==> src/port_bank_map_and_wait_state_regs_core_assert.svh <==
// Assertion macros shared by the memory-control register block.
`ifndef PORT_BANK_MAP_AND_WAIT_STATE_REGS_CORE_ASSERT_SVH
`define PORT_BANK_MAP_AND_WAIT_STATE_REGS_CORE_ASSERT_SVH

// Same-cycle implication, disabled during reset.
`define PBMW_ASSERT_IMP(lbl, ck, rstn, ante, cons, msg) \
  lbl: assert property (@(posedge ck) disable iff (!rstn) (ante) |-> (cons)) \
    else $error(msg);

// Next-cycle implication, disabled during reset.
`define PBMW_ASSERT_NXT(lbl, ck, rstn, ante, cons, msg) \
  lbl: assert property (@(posedge ck) disable iff (!rstn) (ante) |=> (cons)) \
    else $error(msg);

`endif

==> src/pbmw_pkg.sv <==
// ----------------------------------------------------------------------------
// pbmw_pkg
// Types, port codes and helper functions for the memory-control register block.
// ----------------------------------------------------------------------------
package pbmw_pkg;

  localparam int IN_DATA_W  = 24;
  localparam int OUT_DATA_W = 64;

  typedef enum logic {
    OP_READ  = 1'b0,
    OP_WRITE = 1'b1
  } op_t;

  // Port addresses (low byte)
  localparam logic [7:0] PORT_BANK_CTRL = 8'h04;
  localparam logic [7:0] PORT_BANK_C    = 8'h05;
  localparam logic [7:0] PORT_BANK_A    = 8'h06;
  localparam logic [7:0] PORT_BANK_B    = 8'h07;
  localparam logic [7:0] PORT_UNLOCK    = 8'h14;
  localparam logic [7:0] PORT_SPEED     = 8'h20;
  localparam logic [7:0] PORT_EXEC_PROT = 8'h21;
  localparam logic [7:0] PORT_PROT_22   = 8'h22;
  localparam logic [7:0] PORT_PROT_23   = 8'h23;
  localparam logic [7:0] PORT_PROT_25   = 8'h25;
  localparam logic [7:0] PORT_PROT_26   = 8'h26;
  localparam logic [7:0] PORT_MISC_27   = 8'h27;
  localparam logic [7:0] PORT_MISC_28   = 8'h28;
  localparam logic [7:0] PORT_LCD_0     = 8'h29;
  localparam logic [7:0] PORT_LCD_1     = 8'h2A;
  localparam logic [7:0] PORT_LCD_2     = 8'h2B;
  localparam logic [7:0] PORT_LCD_3     = 8'h2C;
  localparam logic [7:0] PORT_MISC_2D   = 8'h2D;
  localparam logic [7:0] PORT_MEM_WAIT  = 8'h2E;
  localparam logic [7:0] PORT_MISC_2F   = 8'h2F;

  // Indexes into the 0x20..0x2F byte file
  localparam logic [3:0] MISC_EXEC  = 4'h1;
  localparam logic [3:0] MISC_LCD0  = 4'h9;
  localparam logic [3:0] MISC_LCD1  = 4'hA;
  localparam logic [3:0] MISC_LCD2  = 4'hB;
  localparam logic [3:0] MISC_LCD3  = 4'hC;
  localparam logic [3:0] MISC_2D    = 4'hD;
  localparam logic [3:0] MISC_MEM   = 4'hE;

  localparam logic [7:0] EXEC_PROT_RD_MASK = 8'h33;

  typedef struct packed {
    logic       pdone;
    logic [7:0] wdata;
    logic [7:0] port;
    op_t        op;
  } cmd_t;

  // Post-access view of the state handed to the mapping logic
  typedef struct packed {
    logic [7:0]  bank_ctrl;
    logic [3:0]  bank_c;
    logic [7:0]  bank_a;
    logic [7:0]  bank_b;
    logic [1:0]  speed;
    logic [7:0]  mem_port;
    logic [7:0]  lcd_port;
    logic [15:0] exec_mask;
    logic        unlock;
  } view_t;

  typedef struct packed {
    logic        fast_mode;
    logic        flash_unlocked;
    logic [15:0] no_exec_mask;
    logic [5:0]  lcd_delay;
    logic [5:0]  mem_wait_flags;
    logic [7:0]  bank3_page;
    logic [7:0]  bank2_page;
    logic [7:0]  bank1_page;
    logic [7:0]  read_data;
  } res_t;

  function automatic logic [7:0] page_of(input logic [7:0] sel);
    logic [7:0] pg;
    if (sel[7]) begin
      pg = {5'b10000, sel[2:0]};
    end else begin
      pg = {1'b0, sel[6:0]};
    end
    return pg;
  endfunction

  function automatic logic [15:0] exec_mask_of(input logic [1:0] code);
    logic [15:0] m;
    case (code)
      2'd0:    m = 16'h5555;
      2'd1:    m = 16'h9999;
      2'd2:    m = 16'hF9F9;
      default: m = 16'hFFF9;
    endcase
    return m;
  endfunction

endpackage

==> src/port_bank_map_and_wait_state_regs_core.sv <==
// ----------------------------------------------------------------------------
// port_bank_map_and_wait_state_regs_core
// Memory-control port registers: bank mapping, wait states, flash unlock.
// ----------------------------------------------------------------------------
// Usage:
//   in_*  : one port access per word. in_tuser = op (0 read, 1 write);
//           in_tdata = port, write byte, protect_done.
//   out_* : one result word per access, in order: read byte (0 on a write)
//           and the bank pages, wait flags, LCD delay, no-exec mask, unlock
//           and fast flags as they stand after the access.
//   Path: an accepted word passes the input register, then the result
//   register, before it shows on out_*.
//   Throughput: one word per cycle while out_tready is high; the decode and
//   mapping logic between the two registers is a single pass.
//   Stalls: with out_tready low the result register holds and the input
//   register still takes one more word; in_tready drops only when both are
//   full. Register state updates when a word moves into the result register.
//   Reset (rst_n low, synchronous): both stages empty, all port registers,
//   the unlock flag and the no-exec mask cleared to zero.
// ----------------------------------------------------------------------------
`include "port_bank_map_and_wait_state_regs_core_assert.svh"

module port_bank_map_and_wait_state_regs_core (
  input  logic                            clk,
  input  logic                            rst_n,
  input  logic                            in_tvalid,
  output logic                            in_tready,
  // [7:0] port, [15:8] write_data, [16] protect_done, [23:17] zero
  input  logic [pbmw_pkg::IN_DATA_W-1:0]  in_tdata,
  // [0] op
  input  logic [0:0]                      in_tuser,
  output logic                            out_tvalid,
  input  logic                            out_tready,
  // [7:0] read_data, [15:8] bank1_page, [23:16] bank2_page, [31:24] bank3_page,
  // [37:32] mem_wait_flags, [43:38] lcd_delay, [59:44] no_exec_mask,
  // [60] flash_unlocked, [61] fast_mode, [63:62] zero
  output logic [pbmw_pkg::OUT_DATA_W-1:0] out_tdata
);
  import pbmw_pkg::*;

  logic   in_v_r;
  cmd_t   cmd_r;
  logic   out_v_r;
  res_t   res_r;
  logic   adv;
  logic   fire;
  view_t  view;
  logic [7:0] rd_data;
  res_t   res_nxt;

  assign adv       = !out_v_r || out_tready;
  assign fire      = in_v_r && adv;
  assign in_tready = !in_v_r || adv;

  pbmw_regs u_regs (
    .clk     (clk),
    .rst_n   (rst_n),
    .wr_en   (fire),
    .cmd     (cmd_r),
    .view    (view),
    .rd_data (rd_data)
  );

  pbmw_map u_map (
    .view    (view),
    .rd_data (rd_data),
    .res     (res_nxt)
  );

  always_ff @(posedge clk) begin
    if (!rst_n) begin
      in_v_r  <= 1'b0;
      out_v_r <= 1'b0;
    end else begin
      if (in_tready) in_v_r <= in_tvalid;
      if (adv) out_v_r <= in_v_r;
    end
  end

  always_ff @(posedge clk) begin
    if (in_tvalid && in_tready) begin
      cmd_r.op    <= op_t'(in_tuser[0]);
      cmd_r.port  <= in_tdata[7:0];
      cmd_r.wdata <= in_tdata[15:8];
      cmd_r.pdone <= in_tdata[16];
    end
    if (fire) res_r <= res_nxt;
  end

  assign out_tvalid = out_v_r;
  assign out_tdata  = {2'b00, res_r};

  `PBMW_ASSERT_NXT(a_fire_gives_result, clk, rst_n, fire, out_v_r,
    "accepted word did not reach the result register")
  `PBMW_ASSERT_NXT(a_stage_holds, clk, rst_n,
    in_v_r && out_v_r && !out_tready, in_v_r && $stable(cmd_r),
    "input stage lost or changed its word during a stall")
  `PBMW_ASSERT_IMP(a_result_from_fire, clk, rst_n, $rose(out_v_r), $past(fire),
    "result appeared without a word moving through")

endmodule

==> src/pbmw_regs.sv <==
// ----------------------------------------------------------------------------
// pbmw_regs
// Port register file: write decode with protection, read mux, post-access view.
// ----------------------------------------------------------------------------
`include "port_bank_map_and_wait_state_regs_core_assert.svh"

module pbmw_regs (
  input  logic            clk,
  input  logic            rst_n,
  input  logic            wr_en,
  input  pbmw_pkg::cmd_t  cmd,
  output pbmw_pkg::view_t view,
  output logic [7:0]      rd_data
);
  import pbmw_pkg::*;

  logic [7:0]  bank_ctrl_r, bank_ctrl_nxt;
  logic [3:0]  bank_c_r, bank_c_nxt;
  logic [7:0]  bank_a_r, bank_a_nxt;
  logic [7:0]  bank_b_r, bank_b_nxt;
  logic [7:0]  speed_r, speed_nxt;
  logic [7:0]  misc_r [16];
  logic [7:0]  misc_nxt [16];
  logic        unlock_r, unlock_nxt;
  logic [15:0] epm_r, epm_nxt;
  logic        is_wr;
  logic        priv;

  assign is_wr = wr_en && (cmd.op == OP_WRITE);
  assign priv  = unlock_r && cmd.pdone;

  always_comb begin
    bank_ctrl_nxt = bank_ctrl_r;
    bank_c_nxt    = bank_c_r;
    bank_a_nxt    = bank_a_r;
    bank_b_nxt    = bank_b_r;
    speed_nxt     = speed_r;
    misc_nxt      = misc_r;
    unlock_nxt    = unlock_r;
    epm_nxt       = epm_r;
    if (is_wr) begin
      case (cmd.port)
        PORT_BANK_CTRL: bank_ctrl_nxt = cmd.wdata;
        PORT_BANK_C:    bank_c_nxt    = cmd.wdata[3:0];
        PORT_BANK_A:    bank_a_nxt    = cmd.wdata;
        PORT_BANK_B:    bank_b_nxt    = cmd.wdata;
        PORT_UNLOCK: begin
          if (cmd.pdone) unlock_nxt = cmd.wdata[0];
        end
        PORT_SPEED:     speed_nxt     = cmd.wdata;
        PORT_EXEC_PROT: begin
          if (priv) begin
            misc_nxt[MISC_EXEC] = cmd.wdata;
            epm_nxt             = exec_mask_of(cmd.wdata[5:4]);
          end
        end
        PORT_PROT_22, PORT_PROT_23, PORT_PROT_25, PORT_PROT_26: begin
          if (priv) misc_nxt[cmd.port[3:0]] = cmd.wdata;
        end
        PORT_MISC_27, PORT_MISC_28, PORT_LCD_0, PORT_LCD_1, PORT_LCD_2,
        PORT_LCD_3, PORT_MISC_2D, PORT_MEM_WAIT, PORT_MISC_2F: begin
          misc_nxt[cmd.port[3:0]] = cmd.wdata;
        end
        default: ;
      endcase
    end
  end

  // Reads see the state before the access; reads never change it
  always_comb begin
    case (cmd.port)
      PORT_BANK_C:    rd_data = {4'b0000, bank_c_r};
      PORT_BANK_A:    rd_data = bank_a_r;
      PORT_BANK_B:    rd_data = bank_b_r;
      PORT_SPEED:     rd_data = {6'b000000, speed_r[1:0]};
      PORT_EXEC_PROT: rd_data = misc_r[MISC_EXEC] & EXEC_PROT_RD_MASK;
      PORT_MISC_2D:   rd_data = {6'b000000, misc_r[MISC_2D][1:0]};
      PORT_PROT_22, PORT_PROT_23, PORT_PROT_25, PORT_PROT_26, PORT_MISC_27,
      PORT_MISC_28, PORT_LCD_0, PORT_LCD_1, PORT_LCD_2, PORT_LCD_3,
      PORT_MEM_WAIT, PORT_MISC_2F: rd_data = misc_r[cmd.port[3:0]];
      default:        rd_data = 8'h00;
    endcase
    if (cmd.op == OP_WRITE) rd_data = 8'h00;
  end

  // LCD port picked by the speed setting after the access
  always_comb begin
    view.bank_ctrl = bank_ctrl_nxt;
    view.bank_c    = bank_c_nxt;
    view.bank_a    = bank_a_nxt;
    view.bank_b    = bank_b_nxt;
    view.speed     = speed_nxt[1:0];
    view.mem_port  = misc_nxt[MISC_MEM];
    view.exec_mask = epm_nxt;
    view.unlock    = unlock_nxt;
    case (speed_nxt[1:0])
      2'd0:    view.lcd_port = misc_nxt[MISC_LCD0];
      2'd1:    view.lcd_port = misc_nxt[MISC_LCD1];
      2'd2:    view.lcd_port = misc_nxt[MISC_LCD2];
      default: view.lcd_port = misc_nxt[MISC_LCD3];
    endcase
  end

  always_ff @(posedge clk) begin
    if (!rst_n) begin
      bank_ctrl_r <= 8'h00;
      bank_c_r    <= 4'h0;
      bank_a_r    <= 8'h00;
      bank_b_r    <= 8'h00;
      speed_r     <= 8'h00;
      unlock_r    <= 1'b0;
      epm_r       <= 16'h0000;
      for (int i = 0; i < 16; i++) begin
        misc_r[i] <= 8'h00;
      end
    end else begin
      bank_ctrl_r <= bank_ctrl_nxt;
      bank_c_r    <= bank_c_nxt;
      bank_a_r    <= bank_a_nxt;
      bank_b_r    <= bank_b_nxt;
      speed_r     <= speed_nxt;
      unlock_r    <= unlock_nxt;
      epm_r       <= epm_nxt;
      misc_r      <= misc_nxt;
    end
  end

  `PBMW_ASSERT_NXT(a_unlock_hold, clk, rst_n,
    !(is_wr && cmd.port == PORT_UNLOCK && cmd.pdone), $stable(unlock_r),
    "unlock flag changed without a completed unlock write")
  `PBMW_ASSERT_NXT(a_epm_hold, clk, rst_n,
    !(is_wr && cmd.port == PORT_EXEC_PROT && priv), $stable(epm_r),
    "no-execute mask changed without a privileged write")
  `PBMW_ASSERT_NXT(a_read_no_side, clk, rst_n, !is_wr,
    $stable(bank_a_r) && $stable(bank_b_r) && $stable(speed_r) && $stable(bank_ctrl_r),
    "state changed on a cycle without a write")

endmodule

==> src/pbmw_map.sv <==
// ----------------------------------------------------------------------------
// pbmw_map
// Bank page mapping, wait-state flags and LCD delay from the register view.
// ----------------------------------------------------------------------------
module pbmw_map (
  input  pbmw_pkg::view_t view,
  input  logic [7:0]      rd_data,
  output pbmw_pkg::res_t  res
);
  import pbmw_pkg::*;

  logic [7:0] pa, pb, pc;
  logic [2:0] flash_w, ram_w;

  assign pa = page_of(view.bank_a);
  assign pb = page_of(view.bank_b);
  assign pc = {5'b10000, view.bank_c[2:0]};

  // LCD port bits 0/1 enable the flash/RAM halves of port 0x2E
  assign flash_w = view.lcd_port[0] ? view.mem_port[2:0] : 3'b000;
  assign ram_w   = view.lcd_port[1] ? view.mem_port[6:4] : 3'b000;

  always_comb begin
    res.read_data = rd_data;
    if (view.bank_ctrl[0]) begin
      // two-page mode: bank A spans banks 1 and 2
      res.bank1_page = {pa[7:1], 1'b0};
      res.bank2_page = {pa[7:1], 1'b1};
      res.bank3_page = pb;
    end else begin
      res.bank1_page = pa;
      res.bank2_page = pb;
      res.bank3_page = pc;
    end
    res.mem_wait_flags = {ram_w, flash_w};
    res.lcd_delay      = view.lcd_port[7:2];
    res.no_exec_mask   = view.exec_mask;
    res.flash_unlocked = view.unlock;
    res.fast_mode      = |view.speed;
  end

endmodule
==> config.mk <==
export PLATFORM = sky130hd
export DESIGN_NAME = port_bank_map_and_wait_state_regs_core
export DESIGN_NICKNAME = d
export VERILOG_FILES = /design/src/pbmw_pkg.sv /design/src/port_bank_map_and_wait_state_regs_core.sv /design/src/pbmw_regs.sv /design/src/pbmw_map.sv
export VERILOG_INCLUDE_DIRS = /design/src /design/src/src
export SDC_FILE = /design/constraint.sdc
export NUM_CORES = 1
export LEC_CHECK = 0
export CAP_MARGIN = 20
export CORE_ASPECT_RATIO = 0.9
export CORE_MARGIN = 4
export CORE_UTILIZATION = 55
export CTS_BUF_LIST = sky130_fd_sc_hd__clkbuf_8
export DETAILED_ROUTE_END_ITERATION = 10
export DONT_BUFFER_PORTS = 1
export PLACE_DENSITY = 0.8
export SETUP_SLACK_MARGIN = 0.02
export SLEW_MARGIN = 20
export SYNTH_ARGS = -nofsm -noshare
export SYNTH_HDL_FRONTEND = slang
export SYNTH_SLANG_ARGS = --single-unit
==> constraint.sdc <==
create_clock -name clk -period 6.43 [get_ports clk]
set_input_delay 0.643 -clock clk [delete_from_list [all_inputs] [get_ports clk]]
set_output_delay 0.643 -clock clk [all_outputs]
set_load 0.05 [all_outputs]
==> impl_metrics.yaml, run 1 <==
status:
  outcome: "finished, final reports clean"
power_and_ir_drop:
  ir_drop_mv: 0.155
  power_leakage_nw: 4.15
  combPwrFrac: 0.026
  seqPwrFrac: 0.572
  internal_power_w: 0.00230
  report.power.total_w: 0.00306
  clkPwrFrac: 0.401
  power.net_switching_w: 0.000752
  switching_share: 0.246
  p_per_area_nw_per_um2: 269
placement:
  placed_cell_area_sq_um: 10700
  dp_hpwl_mm: 17.6
  place.gp.congestion: 0.923
  io_buffers: 0
clock_network:
  clock-sinks: 250
  hold_buffers: 0
  clockBufferDepth: 3
  cts_tree: "yes"
  cts-resized-gates: 0
  cts-root-buf: "clkbuf_8"
  clkSlewWorstSetupHoldPaths_ns: 0.07
  h-tree-depth: 2
  numCtsBuffers: 38
  cts_setup_buffers: 0
  clock_latency_ns: 0.54
die:
  coreArea_sq_um: 18600
  std_cell_rows: 47
  initial_core_util: 0.567
  fp.dieW_um: 154
  die_area_sq_um: 21500
  die_h_um: 139
  io_pins: 95
synth:
  synth-xor-area-share: 0.000829
  ys_types: 65
  synthCells: 962
  synthTopCellsByArea: "dfxtp_1 32%, edfxtp_1 23%, mux4_2 8.5%, nand2_1 4.3%, o21ai_0 4.1%"
  synth_edf_count: 80
  syn_avg_cell_area_sq_um: 11.0
  synth_compound_area_frac: 0.106
  synth_area_sq_um: 10600
  synthAdderAreaFrac: 0.00592
  synth_top_area_share: 0.322
  synth.mux.area_fraction: 0.138
  synth_seq_cells: 250
  synth_async_sr_flop_share: 0
  synth_top_family_by_area: "simple AND/OR/NAND/NOR gates"
  yosysTopAreaCell: "dfxtp_1"
  yosysWarnings: 0
  yosys.area_share.simple: 0.170
  ys_seq_area_frac: 0.549
  synthMostInstantiatedCell: "dfxtp_1"
  synth_flop_cell: "dfxtp_1"
  ys_top_cells_by_count: "170 x dfxtp_1, 121 x nand2_1, 91 x nor2_1"
sta:
  hold_slack_ns: 0.192
  slew_viol_final: 0
  max_freq_mhz: 256
  setup_violations: 0
  hold_violations: 0
  period_share: 0.607
  tns_ns: 0
  rsz0062_at_grt: "no"
  worst_pin_slew_ns: 1.05
  slew_headroom: 0.299
  period_needed_ns: 3.90
  skew_ns: 0.0161
finish:
  n_antenna_cell: 0
  fin_area_sq_um: 11400
  drive_above_1_share: 0.127
  nNetsFinal: 984
  fillers: 1436
  fin_util: 0.610
  syn2layout_area_growth_pct: 7.64
  multi_input_area_sq_um: 4460
  seqCellArea_sq_um: 5810
worst_setup_path:
  rrSetupSlack_ns: 2.53
  crit_start: "cmd_r[1]$_DFFE_PP_"
  crit_family: "compound AO/OA/AOI/OAI gates"
  slowest_stage: "edfxtp_1"
  worstSetupEndpoint: "u_regs.misc_r[4]$_SDFFE_PN0P_"
  max_stage_delay_ns: 0.98
  reg2reg_from: "cmd_r[1]$_DFFE_PP_"
  critical_path_required_ns: 6.88
  r2r_cells: 7
  cp-end-kind: "flop"
  critPathKind: "reg2reg"
  rr_endpoint: "u_regs.misc_r[4]$_SDFFE_PN0P_"
  path_max_fanout: 32
  worst-path-buf-inv: 1
  crit_chain: "buf_4 > a32oi_1 > o21bai_1 > nand2_1 > o21ai_1 > nand3_1 > o21ai_0"
  worstPathArrival_ns: 4.35
  crit_cells: 7
  start_kind: "flop"
global_route:
  grt_max_degree: 111
  grt_pass1_wl_mm: 41.8
  grt_pass1_vias: 7419
  gr-total-overflow: 0
  gr-usage-all-layers: 0.243
  antenna_found_initial: 0
routing:
  drtIter0Drc: 909
  vias: 7758
  drtAntennaViolNets: 0
  drt_pre_antenna_iters: 5
  route.final.wire_length_mm: 26.6
  drcViolationCount: 0
  viasPerCell: 6.34
  wl_per_cell_um: 21.8
worst_hold_path:
  worstHoldPathType: "in2reg"
run:
  maxCapViolations: 0
## cells in the final DEF (no fill, tap or decap), types with 11 or more instances in the layout
cell      count
dfxtp_1     170
nand2_1     121
nor2_1       91
o21ai_0      87
edfxtp_1     80
and2_1       46
mux2i_1      43
clkbuf_8     41
mux4_2       40
inv_1        28
nand4_1      28
a21oi_1      22
nand3_1      12
nand2b_1     11
## layout make-up
| type | count | share of cell area |
|---|---|---|
| clock buffer | 41 | 0.0496 |
| clock inverter | 27 | 0.0119 |
| inverter | 14 | 0.00462 |
| multi-input combinational | 640 | 0.393 |
| sequential | 250 | 0.510 |
| tap | 245 | 0.0270 |
| timing repair buffer | 6 | 0.00396 |
## power by group through the flow
stage | registers (W) | clock network (W) | logic [W]
2_1_floorplan | 0.00175 | 0 | 0.0000849
3_3_place_gp | 0.00178 | 0 | 0.0000774
3_5_place_dp | 0.00178 | 0 | 0.0000794
4_1_cts | 0.00175 | 0.00124 | 0.0000795
5_1_grt | 0.00175 | 0.00132 | 0.0000862
6_report | 0.00175 | 0.00123 | 0.0000806
## state kept, by name, indices dropped and copies added, names as in the netlist
signal / count
u_regs.bank_b_r: 8
u_regs.misc_r: 128
in_v_r: 1
out_tvalid: 1
u_regs.bank_c_r: 4
u_regs.unlock_r: 1
u_regs.speed_r: 2
cmd_r: 18
u_regs.bank_ctrl_r: 1
u_regs.epm_r: 16
u_regs.bank_a_r: 8
out_tdata: 62
## worst min path at each step
| stage | start | endpoint | slack (ns) | depth (start not counted) |
|---|---|---|---|---|
| finish | in_tdata[8] | cmd_r[9]$_DFFE_PP_ | 0.19 | 0 |
| global route | in_tdata[8] | cmd_r[9]$_DFFE_PP_ | 0.17 | 0 |
| CTS | in_tdata[6] | cmd_r[7]$_DFFE_PP_ | 0.18 | 0 |
| detailed placement | u_regs.misc_r[105]$_SDFFE_PN0P_ | u_regs.misc_r[105]$_SDFFE_PN0P_ | 0.44 | 2 |
| global placement | u_regs.misc_r[108]$_SDFFE_PN0P_ | u_regs.misc_r[108]$_SDFFE_PN0P_ | 0.43 | 2 |
| floorplan | u_regs.misc_r[104]$_SDFFE_PN0P_ | u_regs.misc_r[104]$_SDFFE_PN0P_ | 0.42 | 2 |
## per-layer routing
layer  vias up  GRT usage  wire (um)
li1       3463          -          -
met1      3844      0.349      11400
met2       400      0.366      12000
met3        51     0.0612       2670
met4         0     0.0720        575
met5         -          0          0
## kinds of logic after synthesis
family                   after synthesis
buffers and inverters                 73
other                                  1
flip-flops                           250
adder cells (fa/ha/maj)                5
AO/OA/AOI/OAI                        181
AND/OR/NAND/NOR                      357
XOR/XNOR                               1
multiplexers                          94
## per-stage QoR
stage          setup slack, ns  std cells
2_1_floorplan             3.68        963
3_3_place_gp              2.77       1155
3_5_place_dp              2.62       1155
4_1_cts                   2.61       1223
5_1_grt                   2.26       1223
6_report                  2.53       1223
Note: power is estimated with default switching activity, not from simulation.
==> run 2, diff against run 1 <==
==> constraint.sdc (replaced) <==
create_clock -name clk -period 3.8 [get_ports clk]
set_input_delay 0.38 -clock clk [delete_from_list [all_inputs] [get_ports clk]]
set_output_delay 0.38 -clock clk [all_outputs]
set_load 0.05 [all_outputs]
==> impl_metrics.yaml, run 2 (synthesis gave the netlist of run 1 again) <==
status:
  outcome: "finished, final reports clean"
worst_setup_path:
  start_kind: "flop"
  critical_path_required_ns: 4.26
  worst-path-buf-inv: 0
  worstPathArrival_ns: 3.55
  r2r_cells: 6
  slowest_stage: "edfxtp_1"
  path_max_fanout: 21
  cp-end-kind: "flop"
  reg2reg_from: "cmd_r[2]$_DFFE_PP_"
  crit_chain: "a32oi_1 > o21bai_1 > nand2_1 > nor2_1 > nand4_1 > o21ai_0"
  rrSetupSlack_ns: 0.71
  critPathKind: "reg2reg"
  crit_family: "simple AND/OR/NAND/NOR gates"
  rr_endpoint: "u_regs.misc_r[64]$_SDFFE_PN0P_"
  max_stage_delay_ns: 0.93
die:
  initial_core_util: 0.567
  die_h_um: 139
  std_cell_rows: 47
  die_area_sq_um: 21500
  io_pins: 95
  fp.dieW_um: 154
  coreArea_sq_um: 18600
power_and_ir_drop:
  seqPwrFrac: 0.536
  clkPwrFrac: 0.431
  switching_share: 0.246
  power.net_switching_w: 0.00136
  p_per_area_nw_per_um2: 466
  combPwrFrac: 0.033
  internal_power_w: 0.00416
  ir_drop_mv: 0.432
  power_leakage_nw: 4.36
routing:
  vias: 8041
  drt_pre_antenna_iters: 5
  route.final.wire_length_mm: 28.2
  drcViolationCount: 0
  viasPerCell: 6.37
  drtAntennaViolNets: 0
  drtIter0Drc: 848
  wl_per_cell_um: 22.4
clock_network:
  numCtsBuffers: 39
  clockBufferDepth: 3
  cts-root-buf: "clkbuf_8"
  clock-sinks: 250
  cts-resized-gates: 0
  cts_setup_buffers: 0
  hold_buffers: 21
  cts_tree: "yes"
  clock_latency_ns: 0.57
  clkSlewWorstSetupHoldPaths_ns: 0.06
  h-tree-depth: 2
global_route:
  antenna_found_initial: 0
  grt_pass1_vias: 7885
  gr-usage-all-layers: 0.259
  grt_pass1_wl_mm: 44.3
  gr-total-overflow: 0
  grt_max_degree: 89
finish:
  top_register: "u_regs.misc_r"
  largest_register_ffs: 128
  final_cell_mix: "170 x dfxtp_1, 121 x nand2_1, 91 x nor2_1, 87 x o21ai_0, 80 x edfxtp_1"
  n_antenna_cell: 0
  fillers: 1399
  syn2layout_area_growth_pct: 12.1
  fin_area_sq_um: 11800
  seqCellArea_sq_um: 5810
  multi_input_area_sq_um: 4460
  layout_commonest_cell: "dfxtp_1"
  nNetsFinal: 1020
  drive_above_1_share: 0.147
worst_hold_path:
  worstHoldPathCells: 2
  worstHoldPathType: "in2reg"
  holdCritStartpoint: "rst_n"
  min_to: "u_regs.misc_r[86]$_SDFFE_PN0P_"
sta:
  hold_slack_ns: 0.0207
  tns_ns: 0
  period_needed_ns: 3.09
  period_share: 0.812
  max_freq_mhz: 324
  slew_headroom: 0.289
  setup_violations: 0
  fin_ws_ns: 0.713
  skew_ns: 0.0297
  hold_violations: 0
  slew_viol_final: 0
  rsz0062_at_grt: "no"
  worst_pin_slew_ns: 1.07
placement:
  io_buffers: 0
  dp_hpwl_mm: 17.9
  dp_slack_ns: 0.853
  place.gp.congestion: 0.908
  placed_cell_area_sq_um: 10800
run:
  maxCapViolations: 0
[run 2: cell count changes in the layout (fill, tap and decap cells not counted)]
| cell | before | now |
|---|---|---|
| buf_12 | 0 | 1 |
| buf_4 | 6 | 19 |
| bufinv_16 | 1 | 2 |
| buf_16 | 0 | 1 |
| clkbuf_8 | 41 | 49 |
| dlygate4sd3_1 | 0 | 20 |
| inv_6 | 0 | 1 |
| inv_1 | 28 | 22 |
[run 2: routing by layer]
metal	routed length (um)	track usage
met1	11500	0.357
met2	12700	0.390
met4	775	0.0915
met5	0	0
met3	3340	0.0804
[run 2: power groups by stage]
stage / combinational [W] / sequential (W) / clock [W]
floorplan: 0.000144 / 0.00297 / 0
global placement: 0.000141 / 0.00301 / 0
detailed placement: 0.000143 / 0.00301 / 0
global route: 0.000195 / 0.00296 / 0.00254
finish: 0.000184 / 0.00296 / 0.00238
CTS: 0.000180 / 0.00296 / 0.00239
[run 2: area by class of cell]
class,count,share of cell area
Multi-Input combinational cell,640,0.377
Clock buffer,49,0.0569
Tap cell,245,0.0259
Inverter,14,0.00444
Timing Repair Buffer,41,0.0330
Clock inverter,23,0.0128
Sequential cell,250,0.490
[run 2: through the flow]
stage	power, W	util	std cells
2_1_floorplan	0.00311	-	963
4_1_cts	0.00553	0.635	1262
3_5_place_dp	0.00316	0.579	1169
6_report	0.00552	0.635	1262
3_3_place_gp	0.00315	0.579	1169
5_1_grt	0.00570	0.635	1262
[run 2: how the worst max path moves through the flow]
| stage | startpoint | endpoint | slack [ns] | depth (start not counted) |
|---|---|---|---|---|
| after detailed placement | cmd_r[6]$_DFFE_PP_ | out_tdata[23]$_DFFE_PP_ | 0.85 | 6 |
| after CTS | cmd_r[5]$_DFFE_PP_ | out_tdata[23]$_DFFE_PP_ | 0.84 | 6 |
| after floorplan | out_tvalid$_SDFFE_PN0P_ | out_tdata[0]$_SDFFCE_PP0P_ | 1.16 | 2 |
| final | cmd_r[2]$_DFFE_PP_ | u_regs.misc_r[64]$_SDFFE_PN0P_ | 0.71 | 6 |
| after global routing | cmd_r[2]$_DFFE_PP_ | out_tdata[26]$_DFFE_PP_ | 0.59 | 7 |
| after global placement | cmd_r[2]$_DFFE_PP_ | out_tdata[41]$_DFFE_PP_ | 0.89 | 6 |
[run 2: worst reg2reg max path, delay by kind of cell, from the launching register on]
family          cells  cell delay, ns
simple gates        3            1.21
flops               1            0.93
compound gates      3            0.86
==> run 3, diff against run 2 <==
--- a/config.mk
+++ b/config.mk
@@ -6,6 +6,7 @@
 export SDC_FILE = /design/constraint.sdc
 export NUM_CORES = 1
 export LEC_CHECK = 0
+export ABC_AREA = 1
 export CAP_MARGIN = 20
 export CORE_ASPECT_RATIO = 0.9
 export CORE_MARGIN = 4
@@ -13,7 +14,7 @@
 export CTS_BUF_LIST = sky130_fd_sc_hd__clkbuf_8
 export DETAILED_ROUTE_END_ITERATION = 10
 export DONT_BUFFER_PORTS = 1
-export PLACE_DENSITY = 0.8
+export PLACE_DENSITY = 0.83
 export SETUP_SLACK_MARGIN = 0.02
 export SLEW_MARGIN = 20
 export SYNTH_ARGS = -nofsm -noshare
==> constraint.sdc (replaced) <==
create_clock -name clk -period 2.8 [get_ports clk]
set_input_delay 0.28 -clock clk [delete_from_list [all_inputs] [get_ports clk]]
set_output_delay 0.28 -clock clk [all_outputs]
set_load 0.05 [all_outputs]
==> impl_metrics.yaml, run 3 <==
worst_setup_path:
  rrSetupSlack_ns: 0.25
  path_max_fanout: 23
  rr_endpoint: "out_tdata[39]$_DFFE_PP_"
  crit_start: "cmd_r[3]$_DFFE_PP_"
  critical_path_required_ns: 3.20
  critPathKind: "reg2reg"
  worstPathArrival_ns: 2.96
  reg2reg_from: "cmd_r[3]$_DFFE_PP_"
  r2r_cells: 11
  worstSetupEndpoint: "out_tdata[39]$_DFFE_PP_"
  start_kind: "flop"
  cp-end-kind: "flop"
synth:
  syn_avg_cell_area_sq_um: 7.97
  synthMostInstantiatedCell: "nand2_1"
  synth_flop_cell: "dfxtp_1"
  synth_top_area_share: 0.304
  synth_async_sr_flop_share: 0
  ys_types: 43
  yosysTopAreaCell: "dfxtp_1"
  synth_area_sq_um: 11200
  synth_seq_cells: 250
  ys_top_cells_by_count: "349 x nand2_1, 170 x dfxtp_1, 158 x inv_1"
  yosysWarnings: 0
  ys_seq_area_frac: 0.519
  synth_edf_count: 80
  synthCells: 1405
  synthTopCellsByArea: "dfxtp_1 30%, edfxtp_1 21%, nand2_1 12%, a21oi_1 5.5%, inv_1 5.3%"
status:
  outcome: "finished, final reports clean"
power_and_ir_drop:
  power_leakage_nw: 5.09
  p_per_area_nw_per_um2: 596
  ir_drop_mv: 0.416
routing:
  vias: 10100
  drtAntennaViolNets: 0
  wl_per_cell_um: 18.4
  viasPerCell: 5.88
  drt_pre_antenna_iters: 7
  drtIter0Drc: 1268
  drcViolationCount: 0
  route.final.wire_length_mm: 31.7
clock_network:
  h-tree-depth: 2
  clockBufferDepth: 3
  cts_tree: "yes"
  cts-root-buf: "clkbuf_8"
  clock-sinks: 250
  clkSlewWorstSetupHoldPaths_ns: 0.06
  numCtsBuffers: 40
  clock_latency_ns: 0.56
finish:
  n_antenna_cell: 0
  syn2layout_area_growth_pct: 12.2
  nNetsFinal: 1471
  layout_commonest_cell: "nand2_1"
  largest_register_ffs: 128
  drive_above_1_share: 0.0994
  fin_util: 0.628
  final_cell_mix: "349 x nand2_1, 170 x dfxtp_1, 169 x inv_1, 123 x a21oi_1, 91 x nor2_1"
  top_register: "u_regs.misc_r"
  fillers: 1658
placement:
  dp_hpwl_mm: 20.7
  io_buffers: 0
  dp_slack_ns: 0.262
  place.gp.congestion: 0.972
sta:
  setup_violations: 0
  tns_ns: 0
  hold_violations: 0
  period_needed_ns: 2.55
  rsz0062_at_grt: "no"
  period_share: 0.912
  slew_viol_final: 0
  max_freq_mhz: 392
  skew_ns: 0.0291
  fin_ws_ns: 0.246
  slew_headroom: 0.494
  worst_pin_slew_ns: 0.759
worst_hold_path:
  worstHoldPathType: "in2reg"
global_route:
  gr-usage-all-layers: 0.281
  gr-total-overflow: 0
  grt_pass1_vias: 9360
  antenna_found_initial: 0
  grt_max_degree: 87
  grt_pass1_wl_mm: 50.2
die:
  io_pins: 95
  coreArea_sq_um: 20000
  die_h_um: 143
  die_area_sq_um: 22700
  fp.dieW_um: 158
  std_cell_rows: 49
  initial_core_util: 0.560
run:
  maxCapViolations: 0
==> run 3: cell types whose count changed after synthesis, sizes merged, moves of 11 or more <==
cell    before  now
and2        47    0
nor2        95  106
buf         21   36
inv         14  168
nand3       13   32
nand2      122  366
o22ai        9   64
mux4        40    0
nand2b      11    0
mux2i       45    3
nand4       29   81
a21oi       22  124
==> run 3: repair_timing <==
action / in CTS / in global routing
endpoints found under the setup margin: 0 / 3
hold buffers: 21 / 0
hold endpoints to repair: 104 / 0
buffers inserted: 0 / 2
gates resized for setup: 0 / 1
==> run 3: worst min path at each step <==
stage                  from                               to  cells past startpoint
2_1_floorplan      in_tuser               cmd_r[0]$_DFFE_PP_                      0
5_1_grt               rst_n  u_regs.misc_r[127]$_SDFFE_PN0P_                      3
4_1_cts               rst_n  u_regs.misc_r[125]$_SDFFE_PN0P_                      3
3_5_place_dp   in_tdata[15]              cmd_r[16]$_DFFE_PP_                      0
3_3_place_gp   in_tdata[15]              cmd_r[16]$_DFFE_PP_                      0
6_report              rst_n  u_regs.misc_r[126]$_SDFFE_PN0P_                      3
==> run 3: area by class of cell <==
class	count	area, sq um	area share
Sequential cell	250	5810	0.462
Multi-Input combinational cell	909	4410	0.351
Inverter	172	651	0.0518
Clock buffer	43	592	0.0471
Timing Repair Buffer	64	588	0.0468
Tap cell	255	319	0.0254
Clock inverter	31	188	0.0150
==> run 3: through the flow <==
| step | cell area, sq um | hold slack (ns) | cells | power, W |
|---|---|---|---|---|
| after floorplan | 11200 | 0.379 | 1406 | 0.00429 |
| after global placement | 11500 | 0.379 | 1627 | 0.00441 |
| after detailed placement | 11500 | 0.379 | 1627 | 0.00442 |
| after CTS | 12500 | 0.0924 | 1722 | 0.00750 |
| after global routing | 12600 | 0.125 | 1724 | 0.00772 |
| final | 12600 | 0.117 | 1724 | 0.00748 |
==> run 3: report_power, final <==
| part | total (W) | switching, W | internal [W] |
|---|---|---|---|
| Combinational | 0.000434 | 0.000316 | 0.000118 |
| Sequential | 0.00397 | 0.000171 | 0.00380 |
| Clock | 0.00308 | 0.00146 | 0.00162 |
| Total | 0.00748 | 0.00195 | 0.00553 |
==> run 3: critical path, stage by stage, from the launching register on <==
cell and delay, ns:
edfxtp_1 0.49, nand2_2 0.12, inv_2 0.17, nand2_1 0.10, nor2_1 0.28, nor2_2 0.11, nand2_4 0.22, buf_4 0.32
nand2_1 0.10, o21ai_0 0.27, nand2_1 0.13, nand4_1 0.11
==> run 3: logic make-up (layout without fill, tap and decap cells) <==
group | Yosys count | in the layout | synth area share
DFF | 250 | 250 | 0.519
other | 1 | 2 | 0.000335
muxes | 3 | 3 | 0.00268
AOI/OAI and AO/OA | 305 | 305 | 0.149
adders and majority gates | 5 | 5 | 0.00559
and+or+nand+nor | 594 | 594 | 0.236
buffers and inverters | 247 | 310 | 0.0878
==> run 3: per-layer routing <==
layer,wire length (um),up-vias,track usage,share of wire
li1,-,4773,-,-
met1,12800,4637,0.389,0.40
met2,13900,625,0.420,0.44
met3,3880,95,0.0759,0.12
met4,1150,0,0.113,0.036
met5,0,-,0,0
